===== config.mk =====
export PLATFORM = sky130hd
export DESIGN_NAME = float_box_placement_table_flat
export DESIGN_NICKNAME = d
export VERILOG_FILES = /design/src/fbp_pkg.sv /design/src/fbp_if.sv /design/src/fbp_ctrl.sv /design/src/fbp_dp.sv /design/src/float_box_placement_table.sv /design/src/flat_wrapper.sv
export SDC_FILE = /design/constraint.sdc
export NUM_CORES = 2
export LEC_CHECK = 0
export BUFFER_PORTS_ARGS = -buffer_cell sky130_fd_sc_hd__buf_2
export CORE_MARGIN = 3
export CORE_UTILIZATION = 52
export CTS_CLUSTER_DIAMETER = 150
export DETAILED_ROUTE_END_ITERATION = 10
export PLACE_DENSITY = 0.71
export RECOVER_POWER = 50
export SYNTH_ARGS = -nofsm -noshare
export SYNTH_HDL_FRONTEND = slang
export SYNTH_HIERARCHICAL = 1
export SYNTH_SLANG_ARGS = --single-unit

===== constraint.sdc =====
create_clock -name clk -period 13.09 [get_ports clk]
set_input_delay 1.309 -clock clk [delete_from_list [all_inputs] [get_ports clk]]
set_output_delay 1.309 -clock clk [all_outputs]
set_load 0.02 [all_outputs]

===== src/fbp_pkg.sv =====
// Shared types, sizes and codes for the float box placement table.
// No dependencies; every other file imports this package.
package fbp_pkg;

	localparam int MAX_FLOATS = 16;
	localparam int IDX_W      = (MAX_FLOATS > 1) ? $clog2(MAX_FLOATS) : 1;
	localparam int CNT_W      = $clog2(MAX_FLOATS + 1);
	localparam int PASS_MAX   = 2 * MAX_FLOATS + 2;
	localparam int PASS_W     = $clog2(PASS_MAX);
	localparam int CW         = 20;

	localparam logic [2:0] MODE_LEFT  = 3'd0;
	localparam logic [2:0] MODE_RIGHT = 3'd1;
	localparam logic [2:0] MODE_SHRNK = 3'd2;
	localparam logic [2:0] MODE_LINE  = 3'd3;
	localparam logic [2:0] MODE_CLEAR = 3'd4;

	typedef logic signed [CW-1:0] coord_t;
	typedef logic signed [15:0]   c16_t;

	typedef struct packed {
		coord_t l;
		coord_t t;
		coord_t r;
		coord_t b;
	} rect_t;

	typedef struct packed {
		c16_t l;
		c16_t t;
		c16_t r;
		c16_t b;
	} rect16_t;

	typedef struct packed {
		logic [2:0]  mode;
		c16_t        box_left;
		c16_t        box_top;
		c16_t        box_right;
		c16_t        box_bottom;
		logic [14:0] container_width;
		logic [14:0] line_height;
		logic [14:0] min_width;
	} in_item_t;

	typedef struct packed {
		c16_t        out_left;
		c16_t        out_top;
		c16_t        out_right;
		c16_t        out_bottom;
		logic [14:0] left_clear;
		logic [14:0] right_clear;
		logic        store_full;
	} out_item_t;

	typedef struct packed {
		logic             load;
		logic             scan_step;
		logic             eval;
		logic             commit;
		logic [IDX_W-1:0] idx;
	} ctl_cmd_t;

	typedef struct packed {
		logic search_mode;
		logic done;
		logic out_free;
	} dp_status_t;

	function automatic rect_t ext16(rect16_t v);
		rect_t res;
		res.l = CW'(v.l);
		res.t = CW'(v.t);
		res.r = CW'(v.r);
		res.b = CW'(v.b);
		return res;
	endfunction

	function automatic coord_t cmax(coord_t a, coord_t b);
		return (a > b) ? a : b;
	endfunction

	function automatic coord_t cmin(coord_t a, coord_t b);
		return (a < b) ? a : b;
	endfunction

endpackage


===== src/fbp_if.sv =====
// Channel interfaces for the float box placement table: input and result items.
// Depends on fbp_pkg for field types.
interface fbp_in_if import fbp_pkg::*; ();
	logic        valid;
	logic        ready;
	logic [2:0]  mode;
	c16_t        box_left;
	c16_t        box_top;
	c16_t        box_right;
	c16_t        box_bottom;
	logic [14:0] container_width;
	logic [14:0] line_height;
	logic [14:0] min_width;

	modport source(output valid, mode, box_left, box_top, box_right, box_bottom,
		container_width, line_height, min_width, input ready);
	modport sink(input valid, mode, box_left, box_top, box_right, box_bottom,
		container_width, line_height, min_width, output ready);
endinterface

interface fbp_out_if import fbp_pkg::*; ();
	logic        valid;
	logic        ready;
	c16_t        out_left;
	c16_t        out_top;
	c16_t        out_right;
	c16_t        out_bottom;
	logic [14:0] left_clear;
	logic [14:0] right_clear;
	logic        store_full;

	modport source(output valid, out_left, out_top, out_right, out_bottom,
		left_clear, right_clear, store_full, input ready);
	modport sink(input valid, out_left, out_top, out_right, out_bottom,
		left_clear, right_clear, store_full, output ready);
endinterface


===== src/fbp_ctrl.sv =====
// Controller for the float box placement table: sequences scan passes and eval.
// Depends on fbp_pkg.
module fbp_ctrl import fbp_pkg::*; (
	input  logic       clk,
	input  logic       arst_n,
	input  logic       in_valid,
	output logic       in_ready,
	input  dp_status_t status,
	output ctl_cmd_t   cmd
);

	localparam logic [2:0] S_IDLE  = 3'd0;
	localparam logic [2:0] S_SCAN  = 3'd1;
	localparam logic [2:0] S_DRAIN = 3'd2;
	localparam logic [2:0] S_EVAL  = 3'd3;
	localparam logic [2:0] S_DONE  = 3'd4;

	logic [2:0]        state_q, state_nx;
	logic [IDX_W-1:0]  idx_q, idx_nx;
	logic [PASS_W-1:0] pass_q, pass_nx;

	always_comb begin
		state_nx      = state_q;
		idx_nx        = idx_q;
		pass_nx       = pass_q;
		in_ready      = 1'b0;
		cmd.load      = 1'b0;
		cmd.scan_step = 1'b0;
		cmd.eval      = 1'b0;
		cmd.commit    = 1'b0;
		cmd.idx       = idx_q;
		case (state_q)
			S_IDLE: begin
				in_ready = 1'b1;
				if (in_valid) begin
					cmd.load = 1'b1;
					idx_nx   = '0;
					pass_nx  = '0;
					state_nx = status.search_mode ? S_SCAN : S_DONE;
				end
			end
			S_SCAN: begin
				cmd.scan_step = 1'b1;
				idx_nx        = idx_q + 1'b1;
				if (idx_q == IDX_W'(MAX_FLOATS - 1)) begin
					state_nx = S_DRAIN;
				end
			end
			S_DRAIN: begin
				state_nx = S_EVAL;
			end
			S_EVAL: begin
				cmd.eval = 1'b1;
				if (status.done || pass_q == PASS_W'(PASS_MAX - 1)) begin
					state_nx = S_DONE;
				end else begin
					pass_nx  = pass_q + 1'b1;
					idx_nx   = '0;
					state_nx = S_SCAN;
				end
			end
			S_DONE: begin
				if (status.out_free) begin
					cmd.commit = 1'b1;
					state_nx   = S_IDLE;
				end
			end
			default: begin
				state_nx = S_IDLE;
			end
		endcase
	end

	always_ff @(posedge clk or negedge arst_n) begin
		if (!arst_n) begin
			state_q <= S_IDLE;
			idx_q   <= '0;
			pass_q  <= '0;
		end else begin
			state_q <= state_nx;
			idx_q   <= idx_nx;
			pass_q  <= pass_nx;
		end
	end

endmodule


===== src/fbp_dp.sv =====
// Datapath for the float box placement table: float stores, scan, box update.
// Depends on fbp_pkg; driven by fbp_ctrl commands.
module fbp_dp import fbp_pkg::*; (
	input  logic       clk,
	input  logic       arst_n,
	input  in_item_t   in_item,
	input  ctl_cmd_t   cmd,
	output dp_status_t status,
	output out_item_t  out_item,
	output logic       out_valid,
	input  logic       out_ready
);

	rect16_t left_rects[MAX_FLOATS];
	rect16_t right_rects[MAX_FLOATS];
	logic [CNT_W-1:0] left_cnt_q, right_cnt_q;
	logic [14:0] lc_q, rc_q;
	logic out_valid_q;

	logic [2:0]  mode_q;
	rect_t       box_q, lb_q, rb_q;
	coord_t      lim_q;
	logic [14:0] h_q, minw_q;

	rect16_t lrd_s1, rrd_s1;
	logic    lval_s1, rval_s1;

	// load values
	rect_t  ld_box;
	coord_t ld_lim;
	always_comb begin
		ld_box.l = CW'(in_item.box_left);
		ld_box.t = CW'(in_item.box_top);
		ld_box.r = CW'(in_item.box_right);
		ld_box.b = (in_item.mode == MODE_LINE) ?
			CW'(in_item.box_top) + CW'({1'b0, in_item.line_height}) :
			CW'(in_item.box_bottom);
		ld_lim = (in_item.mode == MODE_LINE) ? CW'(in_item.box_right) :
			CW'({1'b0, in_item.container_width});
	end

	// scan accumulation
	rect_t lf, rf;
	logic  l_take, r_take;
	always_comb begin
		lf     = ext16(lrd_s1);
		rf     = ext16(rrd_s1);
		l_take = lval_s1 && (cmin(lf.b, box_q.b) > cmax(lf.t, box_q.t)) && (lb_q.r < lf.r);
		r_take = rval_s1 && (cmin(rf.b, box_q.b) > cmax(rf.t, box_q.t)) && (rb_q.l > rf.l);
	end

	// pass evaluation
	logic   ln, rn, to_right, is_line, fit, lfit, done;
	coord_t offl, offr, newt, ll, lr, lt;
	rect_t  ev_box;
	always_comb begin
		ln       = (lb_q.l == lb_q.r) || (lb_q.t == lb_q.b);
		rn       = (rb_q.l == rb_q.r) || (rb_q.t == rb_q.b);
		to_right = (mode_q == MODE_RIGHT);
		is_line  = (mode_q == MODE_LINE);
		offl     = box_q.l;
		offr     = box_q.r;
		if (!to_right) begin
			if (box_q.l < lb_q.r) begin
				offl = lb_q.r;
				offr = box_q.r + (lb_q.r - box_q.l);
			end
			fit = (offr <= rb_q.l);
		end else begin
			if (box_q.r > rb_q.l) begin
				offr = rb_q.l;
				offl = box_q.l + (rb_q.l - box_q.r);
			end
			fit = (offl >= lb_q.r);
		end
		if (!ln && !rn) newt = cmin(lb_q.b, rb_q.b);
		else if (ln)    newt = rb_q.b;
		else            newt = lb_q.b;

		ll   = ln ? box_q.l : cmax(box_q.l, lb_q.r);
		lr   = rn ? box_q.r : cmin(box_q.r, rb_q.l);
		lfit = ((lr - ll) >= $signed(CW'({1'b0, minw_q})));
		lt   = box_q.t;
		if (!ln) lt = cmax(lt, lb_q.b);
		if (!rn) lt = cmax(lt, rb_q.b);

		done   = (ln && rn) || (is_line ? lfit : fit);
		ev_box = box_q;
		if (is_line) begin
			if (done) begin
				ev_box.l = ll;
				ev_box.r = lr;
			end else begin
				ev_box.t = lt;
				ev_box.b = lt + CW'({1'b0, h_q});
			end
		end else if (!(ln && rn)) begin
			if (fit) begin
				ev_box.l = offl;
				ev_box.r = offr;
			end else begin
				ev_box.t = newt;
				ev_box.b = box_q.b + (newt - box_q.t);
			end
		end
	end

	// commit: result, store write, clearances
	rect16_t res16;
	logic    is_search, full_nx, wr_l, wr_r;
	logic [14:0] lc_nx, rc_nx;
	always_comb begin
		is_search = (mode_q <= MODE_LINE);
		res16.l   = is_search ? box_q.l[15:0] : '0;
		res16.t   = is_search ? box_q.t[15:0] : '0;
		res16.r   = is_search ? box_q.r[15:0] : '0;
		res16.b   = is_search ? box_q.b[15:0] : '0;
		full_nx   = 1'b0;
		wr_l      = 1'b0;
		wr_r      = 1'b0;
		lc_nx     = lc_q;
		rc_nx     = rc_q;
		case (mode_q)
			MODE_LEFT, MODE_SHRNK: begin
				if (left_cnt_q == CNT_W'(MAX_FLOATS)) full_nx = 1'b1;
				else wr_l = 1'b1;
			end
			MODE_RIGHT: begin
				if (right_cnt_q == CNT_W'(MAX_FLOATS)) full_nx = 1'b1;
				else wr_r = 1'b1;
			end
			MODE_CLEAR: begin
				lc_nx = '0;
				rc_nx = '0;
			end
			default: begin
			end
		endcase
		if (wr_l && mode_q == MODE_LEFT && $signed({1'b0, lc_q}) < res16.b) begin
			lc_nx = res16.b[14:0];
		end
		if ((wr_r || (wr_l && mode_q == MODE_SHRNK)) && $signed({1'b0, rc_q}) < res16.b) begin
			rc_nx = res16.b[14:0];
		end
	end

	always_ff @(posedge clk or negedge arst_n) begin
		if (!arst_n) begin
			left_cnt_q  <= '0;
			right_cnt_q <= '0;
			lc_q        <= '0;
			rc_q        <= '0;
			out_valid_q <= 1'b0;
			lval_s1     <= 1'b0;
			rval_s1     <= 1'b0;
		end else begin
			lval_s1 <= cmd.scan_step && (CNT_W'(cmd.idx) < left_cnt_q);
			rval_s1 <= cmd.scan_step && (CNT_W'(cmd.idx) < right_cnt_q);
			if (cmd.commit) begin
				out_valid_q <= 1'b1;
			end else if (out_valid_q && out_ready) begin
				out_valid_q <= 1'b0;
			end
			if (cmd.commit) begin
				lc_q        <= lc_nx;
				rc_q        <= rc_nx;
				if (mode_q == MODE_CLEAR) begin
					left_cnt_q  <= '0;
					right_cnt_q <= '0;
				end
				if (wr_l) left_cnt_q <= left_cnt_q + 1'b1;
				if (wr_r) right_cnt_q <= right_cnt_q + 1'b1;
			end
		end
	end

	always_ff @(posedge clk) begin
		lrd_s1 <= left_rects[cmd.idx];
		rrd_s1 <= right_rects[cmd.idx];
		if (cmd.commit && wr_l) left_rects[left_cnt_q[IDX_W-1:0]] <= res16;
		if (cmd.commit && wr_r) right_rects[right_cnt_q[IDX_W-1:0]] <= res16;
	end

	always_ff @(posedge clk) begin
		if (cmd.load) begin
			mode_q   <= in_item.mode;
			box_q    <= ld_box;
			lim_q    <= ld_lim;
			h_q      <= in_item.line_height;
			minw_q   <= in_item.min_width;
			lb_q     <= '0;
			rb_q     <= '{l: ld_lim, t: '0, r: ld_lim, b: '0};
		end else if (cmd.eval) begin
			box_q <= ev_box;
			lb_q  <= '0;
			rb_q  <= '{l: lim_q, t: '0, r: lim_q, b: '0};
		end else begin
			if (l_take) lb_q <= lf;
			if (r_take) rb_q <= rf;
		end
		if (cmd.commit) begin
			out_item.out_left    <= res16.l;
			out_item.out_top     <= res16.t;
			out_item.out_right   <= res16.r;
			out_item.out_bottom  <= res16.b;
			out_item.left_clear  <= lc_nx;
			out_item.right_clear <= rc_nx;
			out_item.store_full  <= full_nx;
		end
	end

	assign out_valid          = out_valid_q;
	assign status.search_mode = (in_item.mode <= MODE_LINE);
	assign status.done        = done;
	assign status.out_free    = !out_valid_q || out_ready;

endmodule


===== src/float_box_placement_table.sv =====
// Top level of the float box placement table: controller plus datapath.
// Depends on fbp_pkg, fbp_if, fbp_ctrl and fbp_dp.
//
//   channel   | role   | handshake   | moves
//   ----------+--------+-------------+-------------------------------------------
//   item_in   | sink   | valid/ready | mode, box edges, width, height, min width
//   item_out  | source | valid/ready | placed box, clearances, store_full flag
//
// Clear and unused modes go from idle straight to the done state. Placement and line
// search run passes that read one store entry per cycle, then drain and eval, at
// most 2 * MAX_FLOATS + 2 passes, between the idle and the done state.
// The single-read scan of the float stores sets the length of each pass.
// Reset clears counts, clearances and control; store contents stay as they are.
// A result waits in the output register; the next item is taken meanwhile and
// held at its end until the output register frees up.
module float_box_placement_table import fbp_pkg::*; (
	input logic clk,
	input logic arst_n,
	fbp_in_if.sink    item_in,
	fbp_out_if.source item_out
);

	ctl_cmd_t   cmd;
	dp_status_t status;
	in_item_t   in_item;
	out_item_t  out_item;
	logic       in_ready;
	logic       out_valid;

	// pack the input payload for the datapath
	always_comb begin
		in_item.mode            = item_in.mode;
		in_item.box_left        = item_in.box_left;
		in_item.box_top         = item_in.box_top;
		in_item.box_right       = item_in.box_right;
		in_item.box_bottom      = item_in.box_bottom;
		in_item.container_width = item_in.container_width;
		in_item.line_height     = item_in.line_height;
		in_item.min_width       = item_in.min_width;
	end

	assign item_in.ready = in_ready;

	fbp_ctrl u_ctrl (
		.clk      (clk),
		.arst_n   (arst_n),
		.in_valid (item_in.valid),
		.in_ready (in_ready),
		.status   (status),
		.cmd      (cmd)
	);

	fbp_dp u_dp (
		.clk       (clk),
		.arst_n    (arst_n),
		.in_item   (in_item),
		.cmd       (cmd),
		.status    (status),
		.out_item  (out_item),
		.out_valid (out_valid),
		.out_ready (item_out.ready)
	);

	// drive the result channel from the output register
	assign item_out.valid       = out_valid;
	assign item_out.out_left    = out_item.out_left;
	assign item_out.out_top     = out_item.out_top;
	assign item_out.out_right   = out_item.out_right;
	assign item_out.out_bottom  = out_item.out_bottom;
	assign item_out.left_clear  = out_item.left_clear;
	assign item_out.right_clear = out_item.right_clear;
	assign item_out.store_full  = out_item.store_full;

	// an accepted item always keeps the block busy for the next cycle
	a_busy_after_accept: assert property (@(posedge clk) disable iff (!arst_n)
		item_in.valid && item_in.ready |=> !item_in.ready)
		else $error("input taken right after an accepted item");

	// a new result appears only out of a busy phase
	a_result_from_busy: assert property (@(posedge clk) disable iff (!arst_n)
		$rose(item_out.valid) |-> $past(!item_in.ready))
		else $error("result produced while idle");

	// a waiting result holds its fields until taken
	a_hold_result: assert property (@(posedge clk) disable iff (!arst_n)
		item_out.valid && !item_out.ready |=> item_out.valid &&
		$stable({item_out.out_left, item_out.out_top, item_out.out_right,
			item_out.out_bottom, item_out.left_clear, item_out.right_clear,
			item_out.store_full}))
		else $error("waiting result changed");

endmodule


===== src/flat_wrapper.sv =====
// flat-port wrapper written by rule: the top's interface ports become plain ports
module float_box_placement_table_flat import fbp_pkg::*;
  (clk, arst_n, item_in_valid, item_in_mode, item_in_box_left, item_in_box_top, item_in_box_right, item_in_box_bottom, item_in_container_width, item_in_line_height, item_in_min_width, item_in_ready, item_out_valid, item_out_out_left, item_out_out_top, item_out_out_right, item_out_out_bottom, item_out_left_clear, item_out_right_clear, item_out_store_full, item_out_ready);
  fbp_in_if item_in_i ();
  fbp_out_if item_out_i ();
  input logic clk;
  input logic arst_n;
  input wire logic [$bits(item_in_i.valid)-1:0] item_in_valid;
  input wire logic [$bits(item_in_i.mode)-1:0] item_in_mode;
  input wire logic [$bits(item_in_i.box_left)-1:0] item_in_box_left;
  input wire logic [$bits(item_in_i.box_top)-1:0] item_in_box_top;
  input wire logic [$bits(item_in_i.box_right)-1:0] item_in_box_right;
  input wire logic [$bits(item_in_i.box_bottom)-1:0] item_in_box_bottom;
  input wire logic [$bits(item_in_i.container_width)-1:0] item_in_container_width;
  input wire logic [$bits(item_in_i.line_height)-1:0] item_in_line_height;
  input wire logic [$bits(item_in_i.min_width)-1:0] item_in_min_width;
  output wire logic [$bits(item_in_i.ready)-1:0] item_in_ready;
  output wire logic [$bits(item_out_i.valid)-1:0] item_out_valid;
  output wire logic [$bits(item_out_i.out_left)-1:0] item_out_out_left;
  output wire logic [$bits(item_out_i.out_top)-1:0] item_out_out_top;
  output wire logic [$bits(item_out_i.out_right)-1:0] item_out_out_right;
  output wire logic [$bits(item_out_i.out_bottom)-1:0] item_out_out_bottom;
  output wire logic [$bits(item_out_i.left_clear)-1:0] item_out_left_clear;
  output wire logic [$bits(item_out_i.right_clear)-1:0] item_out_right_clear;
  output wire logic [$bits(item_out_i.store_full)-1:0] item_out_store_full;
  input wire logic [$bits(item_out_i.ready)-1:0] item_out_ready;
  assign item_in_i.valid = item_in_valid;
  assign item_in_i.mode = item_in_mode;
  assign item_in_i.box_left = item_in_box_left;
  assign item_in_i.box_top = item_in_box_top;
  assign item_in_i.box_right = item_in_box_right;
  assign item_in_i.box_bottom = item_in_box_bottom;
  assign item_in_i.container_width = item_in_container_width;
  assign item_in_i.line_height = item_in_line_height;
  assign item_in_i.min_width = item_in_min_width;
  assign item_in_ready = item_in_i.ready;
  assign item_out_valid = item_out_i.valid;
  assign item_out_out_left = item_out_i.out_left;
  assign item_out_out_top = item_out_i.out_top;
  assign item_out_out_right = item_out_i.out_right;
  assign item_out_out_bottom = item_out_i.out_bottom;
  assign item_out_left_clear = item_out_i.left_clear;
  assign item_out_right_clear = item_out_i.right_clear;
  assign item_out_store_full = item_out_i.store_full;
  assign item_out_i.ready = item_out_ready;
  float_box_placement_table u_core (.clk(clk), .arst_n(arst_n), .item_in(item_in_i), .item_out(item_out_i));
endmodule

==> results.py <==
metrics = {
    "critical_path": {
        "critPathMaxStageDelay_ns": 0.69,
        "cp_num_cells": 32,
        "worst_ep_arrival_time_ns": 9.36,
        "r2r_cells": 32,
        "required_ns": 13.70,
        "cp_top_family": "compound AO/OA/AOI/OAI gates",
        "crit_fanout": 22,
        "cp_slowest_cell": "and2_1",
        "path_class": "register to register",
        "critPathLaunchType": "register",
        "end_kind": "register",
        "path_buf_inv": 4,
    },
    "logic_synthesis": {
        "synth_common_cells": "edfxtp_1 (2304), mux4_2 (629), ha_1 (453), nand2_1 (384), inv_1 (343)",
        "muxShareOfSynthArea_pct": 14.5,
        "synth_xor_area_share_pct": 1.23,
        "synth_ff_type": "edfxtp_1",
        "synth_compound_area_share_pct": 5.33,
        "yosys_warnings": 6,
        "synth_edf_count": 2304,
        "netlist_top_cells_area": "edfxtp_1 (61%), mux4_2 (12%), ha_1 (5.0%)",
        "netlist_area_um2": 114000,
        "async_reset_ff_share_pct": 2.17,
        "syn_area_per_cell_um2": 16.7,
        "yosysTopAreaCellShare_pct": 60.8,
        "netlist_instances": 6816,
        "synth_top_cell_by_area": "edfxtp_1",
        "ys_seq_area_share_pct": 66.0,
        "synthAdderAreaFrac_pct": 6.04,
        "synthSimpleGateAreaFrac_pct": 4.76,
        "synth_top_family_by_area": "multiplexers",
        "synth_most_common_cell": "edfxtp_1",
        "ys_types": 96,
        "syn_nets": 7445,
        "synth_seq_cells": 2584,
    },
    "sta": {
        "skew_ns": 0.0868,
        "hold_violations": 0,
        "worstMarginPinSlew_ns": 3.78,
        "fmax_mhz": 114,
        "slew_viol_final": 2085,
        "max_slew_margin_pct": -152,
        "rsz0062_at_grt": "false",
        "fin_setup_tns_ns": 0,
        "fin_crit_sh_pct": 66.8,
        "post-route-min-period_ns": 8.75,
        "setup-violations-final": 0,
    },
    "detailed_routing": {
        "route.detailed.drc": 0,
        "wire_per_inst_um": 33.0,
        "vias": 66400,
        "dr.pass1.iters": 6,
        "ant_nets": 0,
        "via_per_inst": 6.48,
        "drt-initial-drc-count": 8884,
        "drt-total-wl_um": 338000,
    },
    "clock_tree": {
        "numCtsBuffers": 280,
        "insertion_delay_ns": 0.95,
        "hold_buffers": 0,
        "post_cts_resized": 0,
        "cts_root_buffer": "clkbuf_16",
        "cts.sinks": 2584,
        "cts_max_level": 5,
        "cts_setup_buffers": 0,
        "cts_tree": "built",
        "clk_path_buf_depth": 4,
        "clkTransAtPathRegs_ns": 0.06,
    },
    "floorplan": {
        "io_pins": 213,
        "rows": 171,
        "core-area_um2": 217000,
        "fp.dieH_um": 474,
        "die-area_um2": 224000,
        "die_x_um": 474,
        "start_util_pct": 52.3,
    },
    "worst_hold_path": {
        "hold_class": "register to register",
        "hold_depth": 2,
    },
    "cells_and_area": {
        "area_growth_syn_to_layout_pct": 12.0,
        "drive_above_1_share_pct": 18.9,
        "seq_area_um2": 75100,
        "fillers": 16000,
        "nNetsFinal": 7823,
        "fin_cells": 10300,
        "multi_input_area_um2": 36600,
    },
    "global_routing": {
        "grt_usage_pct": 30.1,
        "antenna_found_initial": 27,
        "overflow": 0,
        "grt_pass1_vias": 65800,
        "grt_pass1_wl_um": 482000,
        "grt_start_max_net_pins": 142,
    },
    "placed_design": {
        "dp_cells": 9765,
        "numPortBuffers": 212,
        "place_congestion": 0.984,
        "place.detailed.hpwl_um": 214000,
    },
    "job": {
        "max-cap-violations": 59,
    },
    "status": {
        "status": "complete, but fails checks",
        "violations": "max-capacitance violations, max-slew violations",
    },
}
==> cell families (layout without fill, tap and decap cells) <==
family,Yosys count,count (layout)
compound gates,934,934
xor+xnor,158,158
fa+ha+maj,513,513
buf+inv,647,1228
flops,2584,2584
mux,852,852
other cells,0,8
simple gates,1128,1128
==> layout make-up <==
class	count	area share (%)
Sequential cell	2584	58.9
Multi-Input combinational cell	3585	28.7
Clock buffer	374	6.10
Tap cell	2854	2.80
Timing Repair Buffer	395	1.69
Inverter	348	1.03
Clock inverter	111	0.734
Antenna cell	8	0.0157
==> cell usage in the layout (no fill, tap or decap), drive strengths merged, types with 220 or more instances in the layout <==
| master | Yosys | routed |
|---|---|---|
| buf | 80 | 226 |
| a21oi | 241 | 241 |
| clkbuf | 219 | 543 |
| o21ai | 220 | 220 |
| dfxtp | 224 | 224 |
| ha | 453 | 453 |
| mux4 | 629 | 629 |
| inv | 346 | 353 |
| edfxtp | 2304 | 2304 |
| nor2 | 226 | 226 |
| nand2 | 384 | 384 |
==> flip-flops by register name, summed over array words and instances, names as in the netlist <==
register / flops
u_core/u_ctrl/idx_q: 4
u_core/u_ctrl/pass_q: 6
u_core/u_dp/box_q: 80
u_core/u_dp/rf: 64
u_core/u_dp/left_cnt_q: 5
u_core/u_dp/out_item: 95
u_core/u_dp/lim_q: 16
u_core/u_dp/left_rects: 1024
u_core/u_dp/h_q: 15
u_core/u_dp/right_cnt_q: 5
u_core/u_dp/mode_q: 3
u_core/u_dp/lb_q: 64
u_core/u_dp/rb_q: 64
u_core/u_dp/rval_s1: 1
u_core/u_dp/rc_q: 15
u_core/u_dp/lf: 64
u_core/u_dp/lc_q: 15
u_core/u_dp/out_valid: 1
u_core/u_dp/minw_q: 15
u_core/u_dp/lval_s1: 1
u_core/u_ctrl/state_q: 3
u_core/u_dp/right_rects: 1024
==> routing by layer <==
metal  global-route usage [%]  vias up  wire (µm)
met4                     10.1       12      12100
met2                     46.1     3955     156000
li1                         -    27700          -
met1                     43.2    34200     132000
met5                        0        -         83
met3                     6.66      602      38000
==> stage by stage <==
stage / setup slack, ns / utilization, % / hold slack, ns / cell area, µm²
final: 4.34 / 58.6 / 0.446 / 127000
after global routing: 3.69 / 58.6 / 0.483 / 127000
after CTS: 4.45 / 58.8 / 0.450 / 128000
after detailed placement: 4.47 / 54.8 / 0.442 / 119000
after global placement: 4.58 / 54.8 / 0.431 / 119000
after floorplan: 1.89 / - / 0.421 / 114000
==> path summary, 6_finish.rpt <==
| check | from | end | slack [ns] |
|---|---|---|---|
| worst max register to register | u_core/u_dp/lb_q[15]$_SDFFE_PP0P_ | u_core/u_dp/box_q[18]$_DFFE_PP_ | 4.34 |
| worst min-delay path | u_core/u_dp/lf[69]$_DFF_P_ | u_core/u_dp/lb_q[69]$_SDFFE_PP0P_ | 0.45 |
| min in group asynchronous | arst_n | u_core/u_dp/out_valid$_DFFE_PN0P_ | 1.62 |
| worst max-delay path | u_core/u_dp/lb_q[15]$_SDFFE_PP0P_ | u_core/u_dp/box_q[18]$_DFFE_PP_ | 4.34 |
| max in group asynchronous | arst_n | u_core/u_ctrl/idx_q[3]$_DFFE_PN0P_ | 9.12 |
| worst min register to register | u_core/u_dp/lf[69]$_DFF_P_ | u_core/u_dp/lb_q[69]$_SDFFE_PP0P_ | 0.45 |
==> tightest hold or removal path, stage by stage (launching register included) <==
cell	delay, ns
dfxtp_1	0.30
nand3_1	0.05
o21ai_0	0.06
Power is left out: the tool's default activity adds up to more than one toggle a clock period on the data nets, which glitch-free logic cannot reach.
